## config.mk

```make
export PLATFORM = sky130hd
export DESIGN_NAME = lru_page_replacement
export DESIGN_NICKNAME = d
export VERILOG_FILES = /design/src/lru_pr_pkg.sv /design/src/lru_pr_ctrl.sv /design/src/lru_pr_datapath.sv /design/src/lru_page_replacement.sv
export SDC_FILE = /design/constraint.sdc
export NUM_CORES = 1
export LEC_CHECK = 0
export ABC_CLOCK_PERIOD_IN_PS = 9200
export BUFFER_PORTS_ARGS = -buffer_cell sky130_fd_sc_hd__buf_2
export CAP_MARGIN = 20
export CORE_MARGIN = 4
export CORE_UTILIZATION = 55
export CTS_CLUSTER_DIAMETER = 50
export DETAILED_ROUTE_END_ITERATION = 16
export PLACE_DENSITY = 0.82
export SLEW_MARGIN = 20
export SYNTH_ARGS = -nofsm -noshare
export SYNTH_HDL_FRONTEND = slang
export SYNTH_HIERARCHICAL = 1
export SYNTH_SLANG_ARGS = --single-unit
```

## constraint.sdc

```tcl
create_clock -name clock -period 9.2 [get_ports clock]
set_input_delay 1.84 -clock clock [delete_from_list [all_inputs] [get_ports clock]]
set_output_delay 1.84 -clock clock [all_outputs]
set_load 0.1 [all_outputs]
```

## src/lru_pr_pkg.sv

```systemverilog
// Shared constants and controller-to-datapath command type for the LRU page replacement unit.
package lru_pr_pkg;

   localparam int MAX_FRAMES = 16;
   localparam int PAGE_BITS  = 16;
   localparam int FRAME_BITS = $clog2(MAX_FRAMES);
   localparam int RANK_BITS  = FRAME_BITS;
   localparam int CFG_BITS   = 5;
   localparam int COUNT_BITS = 32;
   localparam int TREE_SIZE  = 1 << FRAME_BITS;

   localparam logic [CFG_BITS-1:0] FRAMES_RESET = CFG_BITS'(MAX_FRAMES);

   typedef struct packed {
      logic load;     // latch request beat
      logic compare;  // register match / empty / victim vectors
      logic commit;   // update frame state and load result register
   } dp_cmd_type;

endpackage

```

## src/lru_pr_ctrl.sv

```systemverilog
// Sequencer for the LRU page replacement unit: handshakes and datapath commands.
module lru_pr_ctrl (
   input  logic                   clock,
   input  logic                   reset,
   input  logic                   req_valid,
   output logic                   req_stall,
   output logic                   rsp_valid,
   input  logic                   rsp_stall,
   output lru_pr_pkg::dp_cmd_type cmd
);
   import lru_pr_pkg::*;

   typedef enum logic [1:0] {
      ST_IDLE,
      ST_COMPARE,
      ST_UPDATE
   } state_type;

   state_type state_ff, state_in;
   logic      rsp_valid_ff, rsp_valid_in;
   logic      out_free, commit, accept;

   assign out_free  = !rsp_valid_ff || !rsp_stall;
   assign commit    = (state_ff == ST_UPDATE) && out_free;
   assign req_stall = !((state_ff == ST_IDLE) || commit);
   assign accept    = req_valid && !req_stall;

   assign cmd.load    = accept;
   assign cmd.compare = (state_ff == ST_COMPARE);
   assign cmd.commit  = commit;
   assign rsp_valid   = rsp_valid_ff;

   always_comb begin
      state_in = state_ff;
      case (state_ff)
         ST_IDLE: begin
            if (accept) state_in = ST_COMPARE;
         end
         ST_COMPARE: begin
            state_in = ST_UPDATE;
         end
         ST_UPDATE: begin
            if (commit) state_in = accept ? ST_COMPARE : ST_IDLE;
         end
         default: begin
            state_in = ST_IDLE;
         end
      endcase
      rsp_valid_in = commit || (rsp_valid_ff && rsp_stall);
   end

   always_ff @(posedge clock) begin
      if (reset) begin
         state_ff     <= ST_IDLE;
         rsp_valid_ff <= 1'b0;
      end else begin
         state_ff     <= state_in;
         rsp_valid_ff <= rsp_valid_in;
      end
   end

endmodule

```

## src/lru_pr_datapath.sv

```systemverilog
// Frame table, lookup, LRU victim tree, rank update and result register.
module lru_pr_datapath (
   input  logic                              clock,
   input  logic                              reset,
   input  lru_pr_pkg::dp_cmd_type            cmd,
   input  logic                              csr_write,
   input  logic [lru_pr_pkg::CFG_BITS-1:0]   csr_frames_in_use,
   input  logic [lru_pr_pkg::PAGE_BITS-1:0]  req_page,
   input  logic                              req_is_last,
   output logic                              rsp_hit,
   output logic [lru_pr_pkg::FRAME_BITS-1:0] rsp_frame_index,
   output logic                              rsp_evicted,
   output logic [lru_pr_pkg::PAGE_BITS-1:0]  rsp_evicted_page,
   output logic [lru_pr_pkg::COUNT_BITS-1:0] rsp_fault_total,
   output logic                              rsp_done_res
);
   import lru_pr_pkg::*;

   // configuration and frame state
   logic [CFG_BITS-1:0]   frames_ff;
   logic [MAX_FRAMES-1:0] valid_ff, valid_in;
   logic [PAGE_BITS-1:0]  page_mem [MAX_FRAMES];
   logic [RANK_BITS-1:0]  rank_ff  [MAX_FRAMES];
   logic [RANK_BITS-1:0]  rank_in  [MAX_FRAMES];
   logic [COUNT_BITS-1:0] fault_ff, fault_in;

   // request beat
   logic [PAGE_BITS-1:0]  page_ff;
   logic                  last_ff;

   // lookup stage
   logic [MAX_FRAMES-1:0] match_ff, match_in;
   logic [MAX_FRAMES-1:0] empty_ff, empty_in;
   logic [FRAME_BITS-1:0] victim_ff, victim_in;
   logic [FRAME_BITS:0]   count_ff, count_in;
   logic [CFG_BITS-1:0]   n_eff;

   // victim tree
   logic                  key_use [FRAME_BITS+1][TREE_SIZE];
   logic [RANK_BITS-1:0]  key_rank[FRAME_BITS+1][TREE_SIZE];
   logic [FRAME_BITS-1:0] key_idx [FRAME_BITS+1][TREE_SIZE];

   // update stage
   logic                  any_hit, any_empty;
   logic [FRAME_BITS-1:0] hit_idx, empty_idx, sel;
   logic [RANK_BITS-1:0]  old_age;
   logic                  right_wins;

   always_comb begin
      if (frames_ff == '0) begin
         n_eff = CFG_BITS'(1);
      end else if (32'(frames_ff) > 32'(MAX_FRAMES)) begin
         n_eff = CFG_BITS'(MAX_FRAMES);
      end else begin
         n_eff = frames_ff;
      end
   end

   // lookup: parallel tag compare, empty scan, occupancy count
   always_comb begin
      count_in = '0;
      for (int i = 0; i < MAX_FRAMES; i++) begin
         match_in[i] = valid_ff[i] && (page_mem[i] == page_ff) && (32'(i) < 32'(n_eff));
         empty_in[i] = !valid_ff[i] && (32'(i) < 32'(n_eff));
         count_in    = count_in + (FRAME_BITS+1)'(valid_ff[i]);
      end
   end

   // oldest frame in use; ties go to the lower index
   always_comb begin
      right_wins = 1'b0;
      for (int i = 0; i < TREE_SIZE; i++) begin
         if (i < MAX_FRAMES) begin
            key_use[0][i]  = (32'(i) < 32'(n_eff));
            key_rank[0][i] = rank_ff[i % MAX_FRAMES];
         end else begin
            key_use[0][i]  = 1'b0;
            key_rank[0][i] = '0;
         end
         key_idx[0][i] = FRAME_BITS'(i);
      end
      for (int lv = 1; lv <= FRAME_BITS; lv++) begin
         for (int j = 0; j < TREE_SIZE; j++) begin
            key_use[lv][j]  = 1'b0;
            key_rank[lv][j] = '0;
            key_idx[lv][j]  = '0;
            if (j < (TREE_SIZE >> lv)) begin
               right_wins = ({key_use[lv-1][2*j+1], key_rank[lv-1][2*j+1]} >
                             {key_use[lv-1][2*j],   key_rank[lv-1][2*j]});
               if (right_wins) begin
                  key_use[lv][j]  = key_use[lv-1][2*j+1];
                  key_rank[lv][j] = key_rank[lv-1][2*j+1];
                  key_idx[lv][j]  = key_idx[lv-1][2*j+1];
               end else begin
                  key_use[lv][j]  = key_use[lv-1][2*j];
                  key_rank[lv][j] = key_rank[lv-1][2*j];
                  key_idx[lv][j]  = key_idx[lv-1][2*j];
               end
            end
         end
      end
      victim_in = key_idx[FRAME_BITS][0];
   end

   // update: pick the frame, age the younger ones
   always_comb begin
      any_hit   = |match_ff;
      any_empty = |empty_ff;
      hit_idx   = '0;
      empty_idx = '0;
      for (int i = MAX_FRAMES - 1; i >= 0; i--) begin
         if (match_ff[i]) hit_idx = FRAME_BITS'(i);
         if (empty_ff[i]) empty_idx = FRAME_BITS'(i);
      end
      if (any_hit) begin
         sel     = hit_idx;
         old_age = rank_ff[hit_idx];
      end else if (any_empty) begin
         sel     = empty_idx;
         old_age = RANK_BITS'(count_ff);
      end else begin
         sel     = victim_ff;
         old_age = rank_ff[victim_ff];
      end
      valid_in      = valid_ff;
      valid_in[sel] = 1'b1;
      for (int i = 0; i < MAX_FRAMES; i++) begin
         if (32'(i) == 32'(sel)) begin
            rank_in[i] = '0;
         end else if (valid_ff[i] && (rank_ff[i] < old_age)) begin
            rank_in[i] = rank_ff[i] + RANK_BITS'(1);
         end else begin
            rank_in[i] = rank_ff[i];
         end
      end
      if (!any_hit && (fault_ff != '1)) begin
         fault_in = fault_ff + COUNT_BITS'(1);
      end else begin
         fault_in = fault_ff;
      end
   end

   always_ff @(posedge clock) begin
      if (reset) begin
         frames_ff <= FRAMES_RESET;
         valid_ff  <= '0;
         fault_ff  <= '0;
         for (int i = 0; i < MAX_FRAMES; i++) begin
            rank_ff[i] <= '0;
         end
      end else begin
         if (csr_write) frames_ff <= csr_frames_in_use;
         if (cmd.commit) begin
            valid_ff <= valid_in;
            fault_ff <= fault_in;
            for (int i = 0; i < MAX_FRAMES; i++) begin
               rank_ff[i] <= rank_in[i];
            end
         end
      end
   end

   // payload registers
   always_ff @(posedge clock) begin
      if (cmd.load) begin
         page_ff <= req_page;
         last_ff <= req_is_last;
      end
      if (cmd.compare) begin
         match_ff  <= match_in;
         empty_ff  <= empty_in;
         victim_ff <= victim_in;
         count_ff  <= count_in;
      end
      if (cmd.commit) begin
         if (!any_hit) page_mem[sel] <= page_ff;
         rsp_hit          <= any_hit;
         rsp_frame_index  <= sel;
         rsp_evicted      <= !any_hit && !any_empty;
         rsp_evicted_page <= (!any_hit && !any_empty) ? page_mem[victim_ff] : '0;
         rsp_fault_total  <= fault_in;
         rsp_done_res     <= last_ff;
      end
   end

endmodule

```

## src/lru_page_replacement.sv

```systemverilog
// LRU page replacement unit: an accepted reference beat goes through a lookup state (tag compare,
// victim tree), then an update state that loads the result register; the next beat is taken in
// the update state if the result register is free.
// A stalled result holds the block in the update cycle.
// Synchronous reset empties all frames, clears ranks and the fault count, and sets 16 frames.
// Configuration writes are taken in any cycle (csr_ready stays high).
module lru_page_replacement (
   input  logic                              clock,
   input  logic                              reset,
   input  logic                              csr_valid,
   output logic                              csr_ready,
   input  logic [lru_pr_pkg::CFG_BITS-1:0]   csr_frames_in_use,
   input  logic                              req_valid,
   output logic                              req_stall,
   input  logic [lru_pr_pkg::PAGE_BITS-1:0]  req_page,
   input  logic                              req_is_last,
   output logic                              rsp_valid,
   input  logic                              rsp_stall,
   output logic                              rsp_hit,
   output logic [lru_pr_pkg::FRAME_BITS-1:0] rsp_frame_index,
   output logic                              rsp_evicted,
   output logic [lru_pr_pkg::PAGE_BITS-1:0]  rsp_evicted_page,
   output logic [lru_pr_pkg::COUNT_BITS-1:0] rsp_fault_total,
   output logic                              rsp_done_res
);
   import lru_pr_pkg::*;

   dp_cmd_type cmd;

   assign csr_ready = 1'b1;

   lru_pr_ctrl u_ctrl (
      .clock     (clock),
      .reset     (reset),
      .req_valid (req_valid),
      .req_stall (req_stall),
      .rsp_valid (rsp_valid),
      .rsp_stall (rsp_stall),
      .cmd       (cmd)
   );

   lru_pr_datapath u_datapath (
      .clock             (clock),
      .reset             (reset),
      .cmd               (cmd),
      .csr_write         (csr_valid),
      .csr_frames_in_use (csr_frames_in_use),
      .req_page          (req_page),
      .req_is_last       (req_is_last),
      .rsp_hit           (rsp_hit),
      .rsp_frame_index   (rsp_frame_index),
      .rsp_evicted       (rsp_evicted),
      .rsp_evicted_page  (rsp_evicted_page),
      .rsp_fault_total   (rsp_fault_total),
      .rsp_done_res      (rsp_done_res)
   );

endmodule
```

==> key figures, run 1 <==
Timing
  – Final Hold Viols: 0
  – Hold Slack: 0.419 ns
  – Min Tclk post-route: a little under 8 ns
  – Slew Limit Fails: 0
  – Fmax: 127 MHz
  – Final setup viols: 0
  – Final worst setup slack: 1.31 ns
  – RSZ-0062 raised after global routing: no
  – Setup Skew: between 0.03 and 0.04 ns
  – Setup_tns: 0 ns
  – Least-Margin Pin Slew: 1.12 ns
  – Crit share post-route: 85.7%
  – Max transition margin: about 25%

Power and ir drop
  – Peak VDD IR: 0.000176 V
  – LEAKAGE: 11.3 nW
  – PwrDens: around 200 nW/um2

Final layout
  – Multi-input logic area: approximately 13000 um2
  – Reg area: 14200 um2
  – Post-route cell area: 31500 um2
  – Share of cells above drive strength 1: 15.0%
  – Area Growth Syn to Fin: 11.0%
  – Finished Layout Cells: 3157
  – Nets: about 2600
  – Fill cell count: 3852
  – Diode count: 0

Synth
  – Sequential area share after synthesis: 49.9%
  – Ys flop type: edfxtp_1
  – Yosys top cell by area: edfxtp_1
  – Most frequent cell after synthesis: edfxtp_1
  – Synthesized area: 28400 um2
  – Post-synth EDFFs: approximately 430
  – Synth area leaders: edfxtp_1 (46%), mux4_2 (6.5%), ha_1 (6.3%)
  – Fraction of registers with async set/reset: 0%
  – Syn nets: 2535
  – Seq cells post-synth: 492
  – Synth warn: 6
  – Yosys cell types: 82
  – Cells after Synth: 2355
  – Synth top area share: roughly 46%
  – Post-synth top cells: edfxtp_1 (432), nor2_1 (219), xnor2_1 (184)
  – Avg Cell Area, Syn: 12.1 um2

Setup path
  – Arr. time, crit path: 8.39 ns
  – Worst Path Buf+Inv: 3
  – CP required: between 9 and 10 ns
  – Top delay family on crit path: compound AO/OA/AOI/OAI gates
  – Critical Path Sink Type: register
  – CP max-delay cell: a21oi_1
  – Worst Path Class, Setup: reg -> reg
  – CP Launch Type: register
  – CP max FO: 11
  – Worst path max stage delay: 0.56 ns

Drt
  – Detailed Route Iter0 Violations: 2288
  – Drt first pass iters: 6
  – Drt wl/cell: 25.1 um
  – DRC: 0
  – Overall routed net length: 79.2 mm
  – Antenna Nets Post-Route: 0
  – DR vias/cell: 6.44
  – Vias: 20300

Floorplanning
  – I/O pins: between 80 and 90
  – Die Height: 235 um
  – Die W: 235 um
  – Area of the core: between 50000 and 60000 um2
  – # rows: between 80 and 90
  – Die area: 55300 um2
  – Initial core utilization: between 50% and 60%

Global route
  – Gr busiest metal: met2
  – Met1 GRT Util: around a third
  – Vias in the first global route: ~20000
  – Global-route met3 utilization: 5.86%
  – Congestion Overflow GR: 0
  – Initial antenna violation count: 2
  – Global-route wire length before repair: ~120 mm
  – Largest net degree at the start of global routing: 67
  – Tot GR Track Use: about 28%
  – Met2 global-route usage: 45.8%

Clock tree
  – Clock root buffer: clkbuf_16
  – CTS H-tree depth: 2
  – CTS tree: built
  – Clock tree sinks: approximately 490
  – Worst skew pair latency: 0.65 ns
  – Post-CTS setup buffers: 0
  – Longest Clk Path Bufs: 3
  – Clock transition at path regs: ~0.060 ns
  – Post-CTS Hold Fix Bufs: 0
  – Post-cts gate resize count: 0
  – CTS Buf Count: 55

Min path
  – Worst Hold Class: reg -> reg

Placed design
  – Post-DP HPWL: 55.6 mm
  – Pre-CTS worst setup slack: 1.47 ns
  – Placed inst area: 29600 um2
  – Inst Count DP: 3054
  – Gpl congestion: 0.968
  – I/O Buffers: 83

Outcome
  – Status: finished clean

Flow run
  – # Max-Cap Violations: 0
## metal layers
metal  vias up  share of wire, %
met1      9917                36
li1       8874                 -
met2      1242                48
met4         4               5.7
met5         -             0.028
met3       296                10
## report_power, final
group / switching [W] / total (W) / internal (W)
registers: 0.0000855 / 0.00258 / 0.00249
clock network: 0.000973 / 0.00227 / 0.00130
logic: 0.000911 / 0.00157 / 0.000660
## final cells by class
cell class	instances	area share, %
clock buffer	61	4.57
clock inverter	42	1.48
inverter	116	1.39
multi-input combinational	1631	42.4
sequential	492	45.0
tap	680	2.70
timing repair buffer	135	2.56
## state kept, by name, summed over array words and instances (netlist names), 2 cells and up, named ones only
name,flops
u_datapath/frames_ff,5
u_ctrl/state_ff,2
u_datapath/rsp_evicted_page,16
u_datapath/rsp_frame_index,4
u_datapath/page_mem,256
u_datapath/rsp_fault_total,32
u_datapath/count_ff,4
u_datapath/rank_ff,64
u_datapath/empty_ff,16
u_datapath/victim_ff,4
u_datapath/valid_ff,16
u_datapath/fault_ff,32
u_datapath/page_ff,16
u_datapath/match_ff,16
## cell usage in the layout, fill, tap and decap left out, drive strengths merged, types with 48 or more instances in the layout
master and n:
nor2 224, nor4 48, xor2 166, mux4 82, clkbuf 61, nand2 82
buf 135, nand3 88, o21ai 48, a21oi 86, xnor2 184, dfxtp 60
inv 128, ha 143, mux2i 91, edfxtp 432
## worst register-to-register path: cells and delay by family, from the launching register on
| family | cells | cell delay, ns |
|---|---|---|
| multiplexers | 4 | 1.40 |
| flip-flops | 1 | 0.41 |
| buffers and inverters | 3 | 0.41 |
| adder cells (fa/ha/maj) | 4 | 1.22 |
| AO/OA/AOI/OAI | 14 | 2.98 |
| AND/OR/NAND/NOR | 9 | 1.35 |
## worst paths after layout
kind / startpoint / to / depth (start not counted) / slack, ns
setup / recovery: u_datapath/frames_ff[4] / register / 34 / 1.31
hold / removal: u_datapath/last_ff / u_datapath/rsp_done_res / 0 / 0.42
setup reg to reg: u_datapath/frames_ff[4] / register / 34 / 1.31
hold reg to reg: u_datapath/last_ff / u_datapath/rsp_done_res / 0 / 0.42
## kinds of logic after synthesis
group                      Yosys count  share of synthesized area (%)
other                                2                         0.0264
DFF                                492                           49.9
buffers and inverters              232                           3.32
and+or+nand+nor                    620                           11.0
xor gates and xnor gates           350                           10.8
AOI/OAI and AO/OA                  313                           7.45
muxes                              193                           10.5
adders and majority gates          153                           7.00
## metrics by stage
| stage | utilization [%] | power (W) |
|---|---|---|
| 4_1_cts | 61.6 | 0.00644 |
| 3_5_place_dp | 57.9 | 0.00417 |
| 5_1_grt | 61.6 | 0.00666 |
| 6_report | 61.6 | 0.00642 |
| 2_1_floorplan | - | 0.00374 |
| 3_3_place_gp | 57.9 | 0.00413 |
Power figures use the tool's default switching activity.
==> inputs of run 2 (changes only) <==
--- a/config.mk
+++ b/config.mk
@@ -5,9 +5,10 @@
 export SDC_FILE = /design/constraint.sdc
 export NUM_CORES = 1
 export LEC_CHECK = 0
-export ABC_CLOCK_PERIOD_IN_PS = 9200
+export ABC_CLOCK_PERIOD_IN_PS = 8300
 export BUFFER_PORTS_ARGS = -buffer_cell sky130_fd_sc_hd__buf_2
 export CAP_MARGIN = 20
+export CORE_ASPECT_RATIO = 0.8
 export CORE_MARGIN = 4
 export CORE_UTILIZATION = 55
 export CTS_CLUSTER_DIAMETER = 50
==> constraint.sdc (replaced) <==
create_clock -name clock -period 8.3 [get_ports clock]
set_input_delay 1.66 -clock clock [delete_from_list [all_inputs] [get_ports clock]]
set_output_delay 1.66 -clock clock [all_outputs]
set_load 0.1 [all_outputs]
==> run 2 against run 1 <==
Combinational power rose by 13%; setup slack got worse by 0.68 ns; maximum frequency rose by 2.8%; count of clock-buffer cells in the layout fell by 2; clock skew fell by 0.016 ns; cell count barely moved; worst hold slack improved by 0.022 ns; die area barely moved; via count barely moved; sequential share of layout area rose by 0.20 points.
==> key figures, run 2 (same netlist as run 1, synthesis figures left out) <==
Floorplanning
  – I/O pins: 85 (unchanged)
  – Die W: 262 um (was 235 um)
  – Initial core utilization: 55.6% (was 55.5%)
  – # rows: 74 (was 83)
  – Die area: 55400 um2 (was 55300 um2)
  – Area of the core: 51100 um2 (was 51200 um2)
  – Die Height: 211 um (was 235 um)

Timing
  – Least-Margin Pin Slew: 1.06 ns (was 1.12 ns)
  – Min Tclk post-route: 7.67 ns (was 7.89 ns)
  – Final Hold Viols: 0 (unchanged)
  – Setup_tns: 0 ns (unchanged)
  – Setup Skew: 0.0194 ns (was 0.0357 ns)
  – RSZ-0062 raised after global routing: no (unchanged)
  – Max transition margin: 28.8% (was 25.3%)
  – Slew Limit Fails: 0 (unchanged)
  – Final setup viols: 0 (unchanged)
  – Crit share post-route: 92.4% (was 85.7%)
  – Fmax: 130 MHz (was 127 MHz)

Power and ir drop
  – PwrDens: 221 nW/um2 (was 204 nW/um2)
  – Clock share of power: 33.6% (was 35.4%)
  – Sequential power share: 41.0% (was 40.1%)
  – Peak VDD IR: 0.000166 V (was 0.000176 V)
  – LEAKAGE: 11.3 nW (about the same)
  – Logic pwr share: 25.4% (was 24.5%)
  – Internal power: 0.00483 W (was 0.00445 W)
  – Sw frac: 30.6% (was 30.7%)
  – Net Sw Power: 0.00213 W (was 0.00197 W)

Placed design
  – I/O Buffers: 83 (unchanged)
  – Gpl congestion: 1.01 (was 0.968)
  – Placed inst area: 29700 um2 (was 29600 um2)
  – Post-DP HPWL: 56.7 mm (was 55.6 mm)
  – Inst Count DP: 3062 (was 3054)

Min path
  – Worst Hold Class: reg -> reg (unchanged)
  – Min-Delay Endpoint: u_datapath/rsp_done_res (unchanged)
  – Hold path start: u_datapath/last_ff (unchanged)
  – WHS Path Cells: 0 (unchanged)

Drt
  – Antenna Nets Post-Route: 0 (unchanged)
  – Drt wl/cell: 25.3 um (was 25.1 um)
  – Overall routed net length: 80.0 mm (was 79.2 mm)
  – DR vias/cell: 6.43 (was 6.44)
  – DRC: 0 (unchanged)
  – Drt first pass iters: 5 (was 6)
  – Vias: 20300 (about the same)
  – Detailed Route Iter0 Violations: 2674 (was 2288)

Clock tree
  – Post-CTS setup buffers: 0 (unchanged)
  – Post-CTS Hold Fix Bufs: 0 (unchanged)
  – CTS Buf Count: 52 (was 55)
  – Clock tree sinks: 492 (unchanged)
  – Worst skew pair latency: 0.60 ns (was 0.65 ns)
  – CTS H-tree depth: 2 (unchanged)
  – Longest Clk Path Bufs: 3 (unchanged)
  – Post-cts gate resize count: 0 (unchanged)
  – CTS tree: built (unchanged)
  – Clock root buffer: clkbuf_16 (unchanged)
  – Clock transition at path regs: 0.06 ns (about the same)

Global route
  – Tot GR Track Use: 28.7% (was 27.8%)
  – Largest net degree at the start of global routing: 69 (was 67)
  – Congestion Overflow GR: 0 (unchanged)
  – Initial antenna violation count: 0 (was 2)
  – Global-route wire length before repair: 121 mm (was 120 mm)
  – Vias in the first global route: 20000 (was 20300)

Final layout
  – Top Registers: u_datapath/page_mem (256), u_datapath/rank_ff (64) (unchanged)
  – Multi-input logic area: 13400 um2 (about the same)
  – Share of cells above drive strength 1: 14.8% (was 15.0%)
  – Biggest register: u_datapath/page_mem (unchanged)
  – Max FFs per register: 256 (unchanged)
  – Post-route cell area: 31400 um2 (was 31500 um2)
  – Nets: 2612 (was 2611)
  – Reg area: 14200 um2 (unchanged)
  – Fill cell count: 3866 (was 3852)
  – Commonest non-fill, non-tap cell in the layout: edfxtp_1 (unchanged)
  – Area Growth Syn to Fin: 10.5% (was 11.0%)
  – Most frequent cells in the layout: edfxtp_1 (432), nor2_1 (218), xnor2_1 (184), xor2_1 (166), ha_1 (143) (unchanged)
  – Finished Layout Cells: 3160 (was 3157)

Setup path
  – R2R setup slack: 0.63 ns (was 1.31 ns)
  – Critical Path Sink Type: register (unchanged)
  – CP max-delay cell: a21oi_1 (unchanged)
  – CP Launch Type: register (unchanged)
  – CP max FO: 11 (unchanged)
  – Worst Path Class, Setup: reg -> reg (unchanged)
  – CP required: 8.78 ns (was 9.71 ns)
  – RR Startpoint: u_datapath/frames_ff[3] (was u_datapath/frames_ff[4])
  – Cell mode on critical path: a21oi_1
  – Worst path max stage delay: 0.64 ns (was 0.56 ns)
  – Arr. time, crit path: 8.15 ns (was 8.39 ns)
  – R2R depth: 32 (was 34)

Outcome
  – Status: finished clean (unchanged)

Flow run
  – # Max-Cap Violations: 0 (unchanged)
-- run 2: critical path, delay by kind of cell, from the launching register on --
kind	cells	cell delay, ns
AO/OA/AOI/OAI	15	3.44
adder cells (fa/ha/maj)	4	1.26
AND/OR/NAND/NOR	8	1.14
multiplexers	3	1.01
flip-flops	1	0.41
buffers and inverters	2	0.28
-- run 2: power groups by stage --
stage               Combinational (W)  Sequential, W  Clock [W]
finish                        0.00177        0.00285    0.00234
global route                  0.00189        0.00286    0.00247
CTS                           0.00173        0.00285    0.00236
detailed placement            0.00172        0.00290          0
global placement              0.00167        0.00290          0
floorplan                     0.00123        0.00291          0
-- run 2: how the worst max path moves through the flow --
stage,start,to,slack [ns],depth (start not counted)
3_3_place_gp,u_datapath/frames_ff[3],register,1.12,35
5_1_grt,u_datapath/frames_ff[3],register,0.10,33
3_5_place_dp,u_datapath/frames_ff[3],register,0.87,33
4_1_cts,u_datapath/frames_ff[3],register,0.84,32
6_report,u_datapath/frames_ff[3],register,0.63,32
2_1_floorplan,u_datapath/frames_ff[3],register,1.57,36
-- run 2: final cells by class --
cell class,count,area share (%)
Multi-Input combinational cell,1631,42.6
Clock buffer,59,4.40
Clock inverter,37,1.08
Tap cell,684,2.73
Sequential cell,492,45.1
Timing Repair Buffer,139,2.66
Antenna cell,2,0.0159
Inverter,116,1.39
-- run 2: metrics by stage --
step	setup WS, ns	hold WS [ns]	utilization [%]	power, W
floorplan	1.57	0.400	-	0.00414
global placement	1.12	0.424	58.0	0.00457
detailed placement	0.871	0.418	58.0	0.00462
CTS	0.845	0.435	61.4	0.00694
global route	0.103	0.453	61.4	0.00722
finish	0.630	0.441	61.4	0.00695
-- run 2: routing by layer --
metal	track usage, %	part of all wire (%)
met4	9.65	3.5
met2	42.8	44
met1	40.6	39
met5	0	0
met3	8.37	13
==> inputs of run 3 (changes only) <==
--- a/config.mk
+++ b/config.mk
@@ -13,7 +13,7 @@
 export CORE_UTILIZATION = 55
 export CTS_CLUSTER_DIAMETER = 50
 export DETAILED_ROUTE_END_ITERATION = 16
-export PLACE_DENSITY = 0.82
+export PLACE_DENSITY = 0.72
 export SLEW_MARGIN = 20
 export SYNTH_ARGS = -nofsm -noshare
 export SYNTH_HDL_FRONTEND = slang
==> run 3 against run 2 <==
Flip-flop and latch count did not move; via count fell by 1.2%; sequential share of layout area barely moved; core utilization rose by 0.054 points; non-clock buffer count fell by 1; count of clock-buffer cells in the layout rose by 13; combinational power barely moved; cell area barely moved; cell count barely moved; clock power rose by 2%.
==> key figures, run 3 (same netlist as run 1, synthesis figures left out) <==
Clock tree
  – CTS H-tree depth: 2 (unchanged)
  – Longest Clk Path Bufs: 3 (unchanged)
  – Post-CTS Hold Fix Bufs: 0 (unchanged)
  – CTS tree: built (unchanged)
  – CTS Buf Count: 51 (was 52)
  – Clock transition at path regs: 0.06 ns (about the same)
  – Clock root buffer: clkbuf_16 (unchanged)
  – Worst skew pair latency: 0.62 ns (was 0.60 ns)
  – Clock tree sinks: 492 (unchanged)

Timing
  – Final worst setup slack: 0.535 ns (was 0.630 ns)
  – Slew Limit Fails: 0 (unchanged)
  – Least-Margin Pin Slew: 1.11 ns (was 1.06 ns)
  – Setup Skew: 0.0188 ns (was 0.0194 ns)
  – Hold Slack: 0.420 ns (was 0.441 ns)
  – Max transition margin: 25.9% (was 28.8%)
  – Fmax: 129 MHz (was 130 MHz)
  – Min Tclk post-route: 7.77 ns (was 7.67 ns)
  – Crit share post-route: 93.6% (was 92.4%)
  – Final Hold Viols: 0 (unchanged)
  – Final setup viols: 0 (unchanged)

Setup path
  – CP required: 8.80 ns (was 8.78 ns)
  – Critical Path Sink Type: register (unchanged)
  – Arr. time, crit path: 8.27 ns (was 8.15 ns)
  – Cell mode on critical path: a21oi_1 (unchanged)
  – CP max-delay cell: a21oi_1 (unchanged)
  – Top delay family on crit path: compound AO/OA/AOI/OAI gates (unchanged)
  – Worst Path Class, Setup: reg -> reg (unchanged)
  – CP Launch Type: register (unchanged)
  – CP max FO: 11 (unchanged)
  – Worst path max stage delay: 0.60 ns (was 0.64 ns)
  – R2R setup slack: 0.53 ns (was 0.63 ns)
  – Worst Path Buf+Inv: 3 (was 2)

Global route
  – Tot GR Track Use: 27.9% (was 28.7%)
  – Congestion Overflow GR: 0 (unchanged)
  – Largest net degree at the start of global routing: 94 (was 69)
  – Global-route wire length before repair: 118 mm (was 121 mm)
  – Vias in the first global route: 19400 (was 20000)
  – Initial antenna violation count: 2 (was 0)

Floorplanning
  – I/O pins: 85 (unchanged)
  – Area of the core: 51100 um2 (unchanged)
  – # rows: 74 (unchanged)
  – Initial core utilization: 55.6% (unchanged)
  – Die Height: 211 um (unchanged)
  – Die W: 262 um (unchanged)
  – Die area: 55400 um2 (unchanged)

Drt
  – Overall routed net length: 77.7 mm (was 80.0 mm)
  – Antenna Nets Post-Route: 0 (unchanged)
  – Drt first pass iters: 6 (was 5)
  – Detailed Route Iter0 Violations: 2722 (was 2674)
  – Vias: 20100 (was 20300)
  – Drt wl/cell: 24.6 um (was 25.3 um)
  – DRC: 0 (unchanged)
  – DR vias/cell: 6.36 (was 6.43)

Final layout
  – Most frequent cells in the layout: edfxtp_1 (432), nor2_1 (218), xnor2_1 (184), xor2_1 (166), ha_1 (143) (unchanged)
  – Diode count: 0 (was 2)
  – Nets: 2610 (was 2612)
  – Area Growth Syn to Fin: 10.6% (was 10.5%)
  – Share of cells above drive strength 1: 14.6% (was 14.8%)
  – Commonest non-fill, non-tap cell in the layout: edfxtp_1 (unchanged)
  – Fill cell count: 4007 (was 3866)
  – Biggest register: u_datapath/page_mem (unchanged)
  – Top Registers: u_datapath/page_mem (256), u_datapath/rank_ff (64) (unchanged)
  – Max FFs per register: 256 (unchanged)

Min path
  – Worst Hold Class: reg -> reg (unchanged)

Power and ir drop
  – PwrDens: 223 nW/um2 (was 221 nW/um2)
  – LEAKAGE: 11.3 nW (about the same)
  – Peak VDD IR: 0.000188 V (was 0.000166 V)

Placed design
  – I/O Buffers: 83 (unchanged)
  – Pre-CTS worst setup slack: 0.593 ns (was 0.871 ns)
  – Post-DP HPWL: 55.4 mm (was 56.7 mm)
  – Gpl congestion: 0.967 (was 1.01)

Flow run
  – # Max-Cap Violations: 0 (unchanged)

Outcome
  – Status: finished clean (unchanged)
-- run 3: cell count changes in the layout (fill, tap and decap cells not counted), moves of 2 or more --
cell,change
clkbuf_1,+14
clkinv_1,-8
clkinv_2,-5
clkbuf_16,-3
clkinvlp_4,-3
a21oi_1,-2
a21oi_2,+2
buf_4,-2
bufinv_16,+2
clkbuf_8,+2
diode_2,-2
inv_16,+2
inv_6,-2
-- run 3: cell type report --
class,count,area [um2],area share [%]
clock buffers,72,1390,4.41
clock inverters,24,348,1.11
inverters,116,438,1.39
multi-input cells,1631,13400,42.6
flip-flops and latches,492,14200,45.1
well taps,684,856,2.72
repair buffers,138,841,2.68
-- run 3: power breakdown --
group          internal, W  switching [W]
registers          0.00276      0.0000724
clock network      0.00137        0.00102
logic             0.000739        0.00104
-- run 3: metrics by stage --
| step | util (%) | instances | cell area, um2 | setup TNS [ns] | power [W] |
|---|---|---|---|---|---|
| finish | 61.5 | 3157 | 31400 | 0 | 0.00700 |
| global placement | 58.0 | 3061 | 29700 | 0 | 0.00458 |
| detailed placement | 58.0 | 3061 | 29700 | 0 | 0.00462 |
| global route | 61.5 | 3157 | 31400 | -0.0341 | 0.00728 |
| floorplan | - | 2355 | 28400 | 0 | 0.00414 |
| CTS | 61.4 | 3157 | 31400 | 0 | 0.00699 |
-- run 3: timing repair --
action | in CTS | in global routing
resized for setup | 0 | 2
setup endpoints to repair | 0 | 3
buffers inserted | 0 | 0
-- run 3: per-layer routing --
metal  share of wire (%)  global-route usage, %  up-vias
met2                  44                   40.9     1156
met5                   0                      0        -
met3                  11                   6.10      157
met4                 2.7                   7.82        0
li1                    -                      -     8851
met1                  42                   42.3     9922
-- run 3: worst paths after layout --
| kind | start | endpoint | depth (start not counted) |
|---|---|---|---|
| max | u_datapath/frames_ff[3] | register | 33 |
| min | u_datapath/last_ff | u_datapath/rsp_done_res | 0 |
| max reg2reg | u_datapath/frames_ff[3] | register | 33 |
| min reg2reg | u_datapath/last_ff | u_datapath/rsp_done_res | 0 |
